## config.mk

```make
export PLATFORM = sky130hd
export DESIGN_NAME = scmv_ctrl
export DESIGN_NICKNAME = d
export VERILOG_FILES = /design/src/rtl/core/scmv_pkg.sv /design/src/rtl/core/scmv_ctrl.sv
export SDC_FILE = /design/constraint.sdc
export NUM_CORES = 1
export LEC_CHECK = 0
export ABC_AREA = 1
export BUFFER_PORTS_ARGS = -buffer_cell sky130_fd_sc_hd__clkbuf_2
export CAP_MARGIN = 20
export CORE_AREA = 2 2 39 41
export DETAILED_ROUTE_END_ITERATION = 7
export DIE_AREA = 0 0 41 43
export PLACE_DENSITY = 0.37
export SLEW_MARGIN = 40
export SYNTH_ARGS = -nofsm -noshare
export SYNTH_HDL_FRONTEND = slang
export SYNTH_SLANG_ARGS = --single-unit
```

## constraint.sdc

```tcl
create_clock -name aclk -period 1.8 [get_ports aclk]
set_input_delay 0.36 -clock aclk [delete_from_list [all_inputs] [get_ports aclk]]
set_output_delay 0.36 -clock aclk [all_outputs]
set_load 0.01 [all_outputs]
```

## src/rtl/core/scmv_pkg.sv

```systemverilog
`timescale 1ns / 1ps
// ----------------------------------------------------------------------------
// scmv_pkg: shared types and constants for the sparse matrix-vector unit
// Field widths, item kinds, register indexes and the control interface
// between the controller and the datapath.
// ----------------------------------------------------------------------------
package scmv_pkg;

    localparam int VEC_DEPTH = 1024;
    localparam int VEC_AW    = (VEC_DEPTH > 1) ? $clog2(VEC_DEPTH) : 1;
    localparam int IDX_W     = 10;
    localparam int EXT_W     = 17;
    localparam int COEF_W    = 32;
    localparam int YVAL_W    = 48;
    localparam int PROD_W    = 2 * COEF_W;
    localparam int FRAC_W    = 16;
    localparam int CCNT_W    = 11;
    localparam int CFG_IW    = 1;
    localparam int CFG_DW    = 11;

    typedef enum logic [1:0] {
        KIND_LOAD_X  = 2'd0,
        KIND_LOAD_Y  = 2'd1,
        KIND_NONZERO = 2'd2,
        KIND_READ_Y  = 2'd3
    } kind_t;

    typedef enum logic [CFG_IW-1:0] {
        CFG_TRANSPOSE = 1'd0,
        CFG_COL_COUNT = 1'd1
    } cfg_idx_t;

    typedef struct packed {
        logic accept;
        logic mac_mul;
        logic mac_add;
        logic out_load;
    } scmv_cmd_t;

    typedef struct packed {
        kind_t kind;
        logic  mac_ok;
        logic  out_full;
    } scmv_status_t;

    function automatic logic [VEC_AW-1:0] to_addr(input logic [IDX_W-1:0] idx);
        logic [EXT_W-1:0] w;
        w = EXT_W'(idx);
        return w[VEC_AW-1:0];
    endfunction

    function automatic logic in_range(input logic [IDX_W-1:0] idx);
        return EXT_W'(idx) < EXT_W'(VEC_DEPTH);
    endfunction

endpackage

```

## src/rtl/core/scmv_ctrl.sv

```systemverilog
`timescale 1ns / 1ps
// ----------------------------------------------------------------------------
// scmv_ctrl: sequencing controller
// Takes one item at a time and steps the datapath through the multiply,
// accumulate and read-out phases.
// ----------------------------------------------------------------------------
module scmv_ctrl
    import scmv_pkg::*;
(
    input  logic         aclk,
    input  logic         aresetn,
    input  logic         s_valid,
    output logic         s_ready,
    input  scmv_status_t status,
    output scmv_cmd_t    cmd
);

    typedef enum logic [3:0] {
        ST_IDLE  = 4'b0001,
        ST_MUL   = 4'b0010,
        ST_ADD   = 4'b0100,
        ST_RDOUT = 4'b1000
    } state_t;

    state_t state_reg;
    state_t state_next;

    always_comb begin
        state_next   = state_reg;
        cmd          = '0;
        s_ready      = 1'b0;
        unique case (state_reg)
            ST_IDLE: begin
                s_ready    = 1'b1;
                cmd.accept = s_valid;
                if (s_valid) begin
                    if (status.kind == KIND_NONZERO && status.mac_ok) begin
                        state_next = ST_MUL;
                    end else if (status.kind == KIND_READ_Y) begin
                        state_next = ST_RDOUT;
                    end
                end
            end
            ST_MUL: begin
                cmd.mac_mul = 1'b1;
                state_next  = ST_ADD;
            end
            ST_ADD: begin
                cmd.mac_add = 1'b1;
                state_next  = ST_IDLE;
            end
            ST_RDOUT: begin
                if (!status.out_full) begin
                    cmd.out_load = 1'b1;
                    state_next   = ST_IDLE;
                end
            end
            default: begin
                state_next = ST_IDLE;
            end
        endcase
    end

    always_ff @(posedge aclk) begin
        if (!aresetn) begin
            state_reg <= ST_IDLE;
        end else begin
            state_reg <= state_next;
        end
    end

endmodule

```

==> results of run 1 <==
report_power, final:
part           switching [W]  internal, W  total (W)
logic               0.000189     0.000112   0.000302
clock network      0.0000325    0.0000743   0.000107
registers          0.0000260     0.000114   0.000140
total               0.000248     0.000301   0.000548
Yosys cell counts:
cell,n
inv_1,8
nand2_1,8
nor2_1,8
nand3_1,6
dfxtp_1,4
nand2_2,2
nor4_1,2
inv_2,1
nand3_2,1
nor2_2,1
nor2_4,1
nor3_1,1
o21ai_0,1
worst paths after layout:
check                                  from  cells past startpoint  slack (ns)                   endpoint
setup / recovery  state_reg[0]$_SDFFE_PN1P_                      5        0.30                     cmd[3]
hold / removal                      aresetn                      2        0.34  state_reg[0]$_SDFFE_PN1P_
setup reg to reg  state_reg[0]$_SDFFE_PN1P_                      7        0.73  state_reg[3]$_SDFFE_PN0P_
hold reg to reg   state_reg[1]$_SDFFE_PN0P_                      2        0.56  state_reg[2]$_SDFFE_PN0P_
cells in the final DEF (no fill, tap or decap):
cell / synthesis / layout
clkbuf_2: 0 / 11
clkbuf_4: 0 / 3
dfxtp_1: 4 / 4
inv_1: 8 / 8
inv_2: 1 / 1
nand2_1: 8 / 8
nand2_2: 2 / 2
nand3_1: 6 / 6
nand3_2: 1 / 1
nor2_1: 8 / 8
nor2_2: 1 / 1
nor2_4: 1 / 1
nor3_1: 1 / 1
nor4_1: 2 / 2
o21ai_0: 1 / 1
logic make-up after synthesis:
group / count (synthesis) / synth area share [%]
simple gates: 30 / 55.4
flops: 4 / 30.0
buf+inv: 9 / 12.7
compound gates: 1 / 1.88
per-stage QoR:
step / cell area, um2 / std cells
global route: 364 / 74
detailed placement: 342 / 71
finish: 364 / 74
floorplan: 267 / 44
global placement: 342 / 71
CTS: 364 / 74
metal layers:
metal  vias to the layer above  wire [um]
met5                         -          0
met4                         0          0
met3                         0         18
met2                         4        336
met1                       136        261
li1                        167          -
layout make-up:
| class | count | area, um2 |
|---|---|---|
| clock buffers | 3 | 22.5 |
| flip-flops and latches | 4 | 80.1 |
| inverters | 9 | 33.8 |
| repair buffers | 11 | 55.1 |
| fillers | 161 | 1020 |
| well taps | 16 | 20.0 |
| multi-input cells | 31 | 153 |
==> results.yml, run 1 <==
layout:
  antenna_cells: 0
  final_nets: 67
  final_core_util_pct: 26.3
  largest_reg_flops: 4
  syn_to_final_growth_pct: 36.6
  drive_above_1_share_pct: 34.5
clocking:
  cts_resized: 0
  clock_path_buffers: 2
  cts_root_buffer: "clkbuf_4"
  clk_pin_slew_worst_paths_ns: 0.04
  htreeDepth: 1
  cts_sinks: 4
  cts_tree: "built"
  ctsHoldBuffers: 0
  numCtsBuffers: 3
  clk_latency_ns: 0.23
  cts_setup_buffers: 0
timing:
  finClkSkew_ns: 0.00250
  rsz0062_at_grt: "false"
  setup_viol: 0
  setup_tns_ns: 0
  slew_headroom_pct: 80.5
  drv_slew: 0
  tightest_slew_ns: 0.289
  timing.final.crit_share_pct: 83.3
  fin_ws_ns: 0.300
  hold_viol: 0
  worst_hold_slack_ns: 0.339
  period_minus_slack_ns: 1.50
  fmax_mhz: 667
synthesis:
  syn_area_um2: 267
  yosysSeqAreaShare_pct: 30.0
  synth_fp_nets: 51
  synth_cells: 44
  ys_top_cells_by_area: "dfxtp_1 (30%), nand3_1 (11%), inv_1 (11%), nand2_1 (11%), nor2_1 (11%)"
  synth.distinct_cells: 13
  synth_top_area_share_pct: 30.0
  ys_ff_latch: 4
  yosysTopAreaCell: "dfxtp_1"
  syn_area_per_cell_um2: 6.06
  ys_warn_count: 0
power:
  powerDensity_mw_per_mm2: 1510
  vdd_ir_drop_max_uv: 282
  finalPower_w: 0.000548
  power.leakage_nw: 0.209
global_routing:
  grt_pass1_wl_um: 931
  antenna_found_initial: 0
  met2_usage_pct: 13.1
  grt_use_met1_pct: 8.33
  grt_max_degree: 6
  grt-ovfl-total: 0
  track_usage_pct: 8.02
  met3_usage_pct: 1.57
  busiest_layer: "met2"
  grt_pass1_vias: 252
setup_path:
  path_class: "flop to output pin"
  cp.required_ns: 1.44
  crit_buf_inv: 2
  endpoint_kind: "output pin"
  crit_arrival_ns: 1.14
  crit_fanout: 5
  cpPeakStageDelay_ns: 0.40
  critPathLaunchType: "flop"
  cp_cell_sequence: "inv_1, nor2_2, nand2_1, nor2_1, clkbuf_2"
  crit_family: "flip-flops"
  crit_slowest_cell: "dfxtp_1"
placed_design:
  io_buffer_count: 11
  hpwl_um: 526
  place_ws_ns: 0.544
  gp_congestion: 0.684
job:
  cap_violations: 0
floorplanning:
  initial_core_util_pct: 19.3
  die_area_mm2: 0.00176
  die_width_um: 41
  die_y_um: 43
  core_area_mm2: 0.00138
  rows: 14
  ios: 12
routing:
  viasPerCell: 4.15
  vias: 307
  ant_nets: 0
  drt_wl_total_um: 616
  drtIter0Drc: 6
  dr.pass1.iters: 4
  wl_per_cell_um: 8.32
  drc: 0
run_status:
  status: "completed"
hold_path:
  min_path_type: "primary input to flop"
Note: power is estimated with default switching activity, not from simulation.
==> inputs of run 2 (changes only) <==
Clock period 1.8 ns to 1.4 ns, I/O delays scaled along.
==> run 2 against run 1 <==
Compared with the run above: first-iteration DRC count down 50%; clock-buffer cell count stayed put; largest cell class unchanged; worst hold slack lost 0.081 ns; die area stayed put.
==> results.yml, run 2 (synthesis gave the netlist of run 1 again) <==
global_routing:
  grt_pass1_wl_um: 931
  antenna_found_initial: 0
  track_usage_pct: 8.02
  met3_usage_pct: 1.57
  grt_pass1_vias: 252
  grt_use_met1_pct: 8.33
  grt-ovfl-total: 0
  busiest_layer: "met2"
  grt_max_degree: 6
  met2_usage_pct: 13.1
timing:
  drv_slew: 0
  hold_viol: 0
  timing.final.crit_share_pct: 94.6
  fmax_mhz: 755
  slew_headroom_pct: 79.5
  finClkSkew_ns: 0.00240
  rsz0062_at_grt: "false"
  tightest_slew_ns: 0.304
  setup_viol: 0
  setup_tns_ns: 0
  period_minus_slack_ns: 1.32
setup_path:
  cp.required_ns: 1.12
  r2r_end: "state_reg[3]$_SDFFE_PN0P_"
  crit_arrival_ns: 1.04
  crit_fanout: 3
  endpoint: "cmd[1]"
  r2r_start: "state_reg[0]$_SDFFE_PN1P_"
  critPathLaunchType: "flop"
  rr_worst_depth: 8
  endpoint_kind: "output pin"
  worstSetupStartpoint: "state_reg[2]$_SDFFE_PN0P_"
  path_class: "flop to output pin"
  rrSetupSlack_ns: 0.33
hold_path:
  min_path_type: "primary input to flop"
power:
  combPwrFrac_pct: 55.6
  power.leakage_nw: 0.215
  p_switching_w: 0.000324
  power_frac_clock_pct: 18.3
  vdd_ir_drop_max_uv: 348
  p_int_w: 0.000425
  switching_share_pct: 43.3
  powerDensity_mw_per_mm2: 1960
  p_seq_share_pct: 26.0
layout:
  antenna_cells: 0
  largest_reg_flops: 4
  stdcell_area_um2: 383
  final_nets: 68
  drive_above_1_share_pct: 44.1
  layout_commonest_cell: "clkbuf_2"
  layout_common_cells: "clkbuf_2 (9), inv_1 (8), nand2_1 (8)"
  final_core_util_pct: 27.7
  syn_to_final_growth_pct: 43.7
routing:
  drc: 0
  dr.pass1.iters: 4
  viasPerCell: 4.19
  drt_wl_total_um: 617
  wl_per_cell_um: 8.23
  ant_nets: 0
  vias: 314
  drtIter0Drc: 3
placed_design:
  gp_congestion: 0.684
  hpwl_um: 526
  io_buffer_count: 11
  post_dp_cell_area_um2: 342
clocking:
  clk_pin_slew_worst_paths_ns: 0.04
  clk_latency_ns: 0.23
  cts_root_buffer: "clkbuf_4"
  cts_tree: "built"
  clock_path_buffers: 2
  htreeDepth: 1
  cts_sinks: 4
  numCtsBuffers: 3
floorplanning:
  rows: 14
  ios: 12
  die_width_um: 41
  die_y_um: 43
  die_area_mm2: 0.00176
  initial_core_util_pct: 19.3
  core_area_mm2: 0.00138
run_status:
  status: "completed"
job:
  cap_violations: 0
[run 2: layout make-up]
class / count / area [um2]
Timing Repair Buffer: 12 / 62.6
Tap cell: 16 / 20.0
Clock buffer: 3 / 22.5
Fill cell: 164 / 1000
Inverter: 9 / 33.8
Multi-Input combinational cell: 31 / 158
Sequential cell: 4 / 86.3
[run 2: through the flow]
stage | hold slack, ns | total power [W] | cells | worst slack [ns]
2_1_floorplan | 0.365 | 0.000475 | 44 | 0.325
3_3_place_gp | 0.490 | 0.000582 | 71 | 0.253
3_5_place_dp | 0.494 | 0.000572 | 71 | 0.224
4_1_cts | 0.253 | 0.000720 | 74 | 0.0317
5_1_grt | 0.257 | 0.000815 | 75 | 0.00674
6_report | 0.259 | 0.000749 | 75 | 0.0755
[run 2: what timing repair did]
action / in CTS / in global routing
endpoints found under the setup margin: 1 / 3
gates resized for setup: 1 / 7
setup buffers: 0 / 1
hold buffers: 0 / 0
pin swaps: 0 / 1
[run 2: worst max-delay path, cell delays in order (launching register included)]
cell,delay [ns]
dfxtp_1,0.35
inv_1,0.07
nor4_1,0.22
buf_2,0.17
[run 2: worst min-delay path by stage]
stage,cells after the start,startpoint,endpoint
floorplan,1,aresetn,state_reg[0]$_SDFFE_PN1P_
global placement,2,aresetn,state_reg[0]$_SDFFE_PN1P_
detailed placement,2,aresetn,state_reg[0]$_SDFFE_PN1P_
CTS,2,aresetn,state_reg[0]$_SDFFE_PN1P_
global route,2,aresetn,state_reg[0]$_SDFFE_PN1P_
finish,2,aresetn,state_reg[0]$_SDFFE_PN1P_
[run 2: layer usage]
metal	share of wire, %	vias to the layer above
met5	0	-
met4	0	0
met3	3.1	0
met2	55	4
met1	42	141
li1	-	169
[run 2: power by group through the flow]
stage | clock network [W] | registers (W) | logic (W)
final | 0.000137 | 0.000195 | 0.000417
after global routing | 0.000147 | 0.000204 | 0.000463
after CTS | 0.000143 | 0.000184 | 0.000393
after detailed placement | 0 | 0.000182 | 0.000390
after global placement | 0 | 0.000182 | 0.000401
after floorplan | 0 | 0.000174 | 0.000300
==> inputs of run 3 (changes only) <==
Settings changed: REMOVE_ABC_BUFFERS set to 1, SETUP_SLACK_MARGIN set to 0.4.
==> run 3 against run 2 <==
Compared with the run above: clock skew fell by 0.0020 ns; critical path type unchanged; critical path depth rose by 1; register-to-register slack got worse by 0.06 ns; power rose by 38%; critical endpoint is now s_ready; cell count rose by 8.0%; highest routed layer unchanged.
==> results.yml, run 3 (synthesis gave the netlist of run 1 again) <==
run_status:
  status: "completed"
hold_path:
  min_path_type: "primary input to flop"
timing:
  hold_viol: 0
  fin_ws_ns: 0.123
  setup_viol: 0
  slew_headroom_pct: 85.5
  drv_slew: 0
  finClkSkew_ns: 0.000431
  tightest_slew_ns: 0.215
  timing.final.crit_share_pct: 91.2
  fmax_mhz: 783
  setup_tns_ns: 0
  period_minus_slack_ns: 1.28
  rsz0062_at_grt: "true"
  worst_hold_slack_ns: 0.265
floorplanning:
  die_area_mm2: 0.00176
  core_area_mm2: 0.00138
  die_width_um: 41
  rows: 14
  die_y_um: 43
  ios: 12
  initial_core_util_pct: 19.3
clocking:
  numCtsBuffers: 3
  clk_latency_ns: 0.23
  clk_pin_slew_worst_paths_ns: 0.03
  htreeDepth: 1
  cts_sinks: 4
  clock_path_buffers: 2
  cts_tree: "built"
  cts_root_buffer: "clkbuf_4"
global_routing:
  busiest_layer: "met2"
  antenna_found_initial: 0
  grt_pass1_vias: 302
  track_usage_pct: 9.53
  grt_pass1_wl_um: 1150
  grt_use_met1_pct: 9.94
  grt_max_degree: 6
  met2_usage_pct: 16.3
  met3_usage_pct: 1.57
  grt-ovfl-total: 0
placed_design:
  post_dp_cell_area_um2: 342
  dp.cells: 71
  gp_congestion: 0.684
  hpwl_um: 526
  place_ws_ns: 0.224
  io_buffer_count: 11
setup_path:
  crit_fanout: 3
  cp.required_ns: 1.12
  cpPeakStageDelay_ns: 0.35
  endpoint_kind: "output pin"
  crit_buf_inv: 2
  cp_cell_sequence: "inv_2, nand2_2, nor2_4, clkbuf_2"
  crit_slowest_cell: "dfxtp_4"
  path_class: "flop to output pin"
  critPathLaunchType: "flop"
  crit_arrival_ns: 1.00
  crit_family: "flip-flops"
routing:
  drc: 0
  wl_per_cell_um: 8.80
  vias: 355
  drtIter0Drc: 5
  dr.pass1.iters: 4
  drt_wl_total_um: 713
  ant_nets: 0
  viasPerCell: 4.38
layout:
  stdcell_area_um2: 483
  antenna_cells: 0
  drive_above_1_share_pct: 61.5
  finalNonFillerCells: 81
  final_nets: 74
  layout_commonest_cell: "clkbuf_2"
  syn_to_final_growth_pct: 81.2
  layout_common_cells: "clkbuf_2 (8), nand2_1 (7), nand3_1 (6)"
  largest_reg_flops: 4
power:
  powerDensity_mw_per_mm2: 2140
  vdd_ir_drop_max_uv: 502
  power.leakage_nw: 0.252
job:
  cap_violations: 0
run 3: path summary, 6_finish.rpt:
check | slack, ns | end | cells past startpoint | startpoint
max | 0.12 | s_ready | 4 | state_reg[2]$_SDFFE_PN0P_
min reg2reg | 0.60 | state_reg[2]$_SDFFE_PN0P_ | 2 | state_reg[1]$_SDFFE_PN0P_
min | 0.26 | state_reg[0]$_SDFFE_PN1P_ | 2 | aresetn
max reg2reg | 0.27 | state_reg[3]$_SDFFE_PN0P_ | 9 | state_reg[2]$_SDFFE_PN0P_
run 3: layout make-up:
type	count	area [um2]
clock buffer	3	22.5
fill	155	901
inverter	9	33.8
multi-input combinational	31	199
sequential	4	92.6
tap	16	20.0
timing repair buffer	18	115
run 3: per-stage QoR:
step	power [W]	utilization, %
after global placement	0.000582	24.7
after CTS	0.00102	33.8
after global routing	0.00111	34.9
final	0.00103	34.9
after detailed placement	0.000572	24.7
after floorplan	0.000475	-
run 3: routing by layer:
metal	share of wire, %	up-vias
met5	0	-
met4	0	0
met3	3.5	0
met2	59	8
met1	38	164
li1	-	183
run 3: where the power goes:
group	internal (W)	switching (W)	total [W]
logic	0.000358	0.000337	0.000695
clock network	0.0000953	0.0000388	0.000134
registers	0.000164	0.0000397	0.000204
run 3: what timing repair did:
action | 4_1_cts | 5_1_grt
hold buffers | 0 | 0
resized for setup | 17 | 8
setup buffers | 7 | 0
setup endpoints to repair | 8 | 8
pin swaps | 4 | 3
gates cloned | 0 | 0
endpoints found under the hold margin | 0 | 0
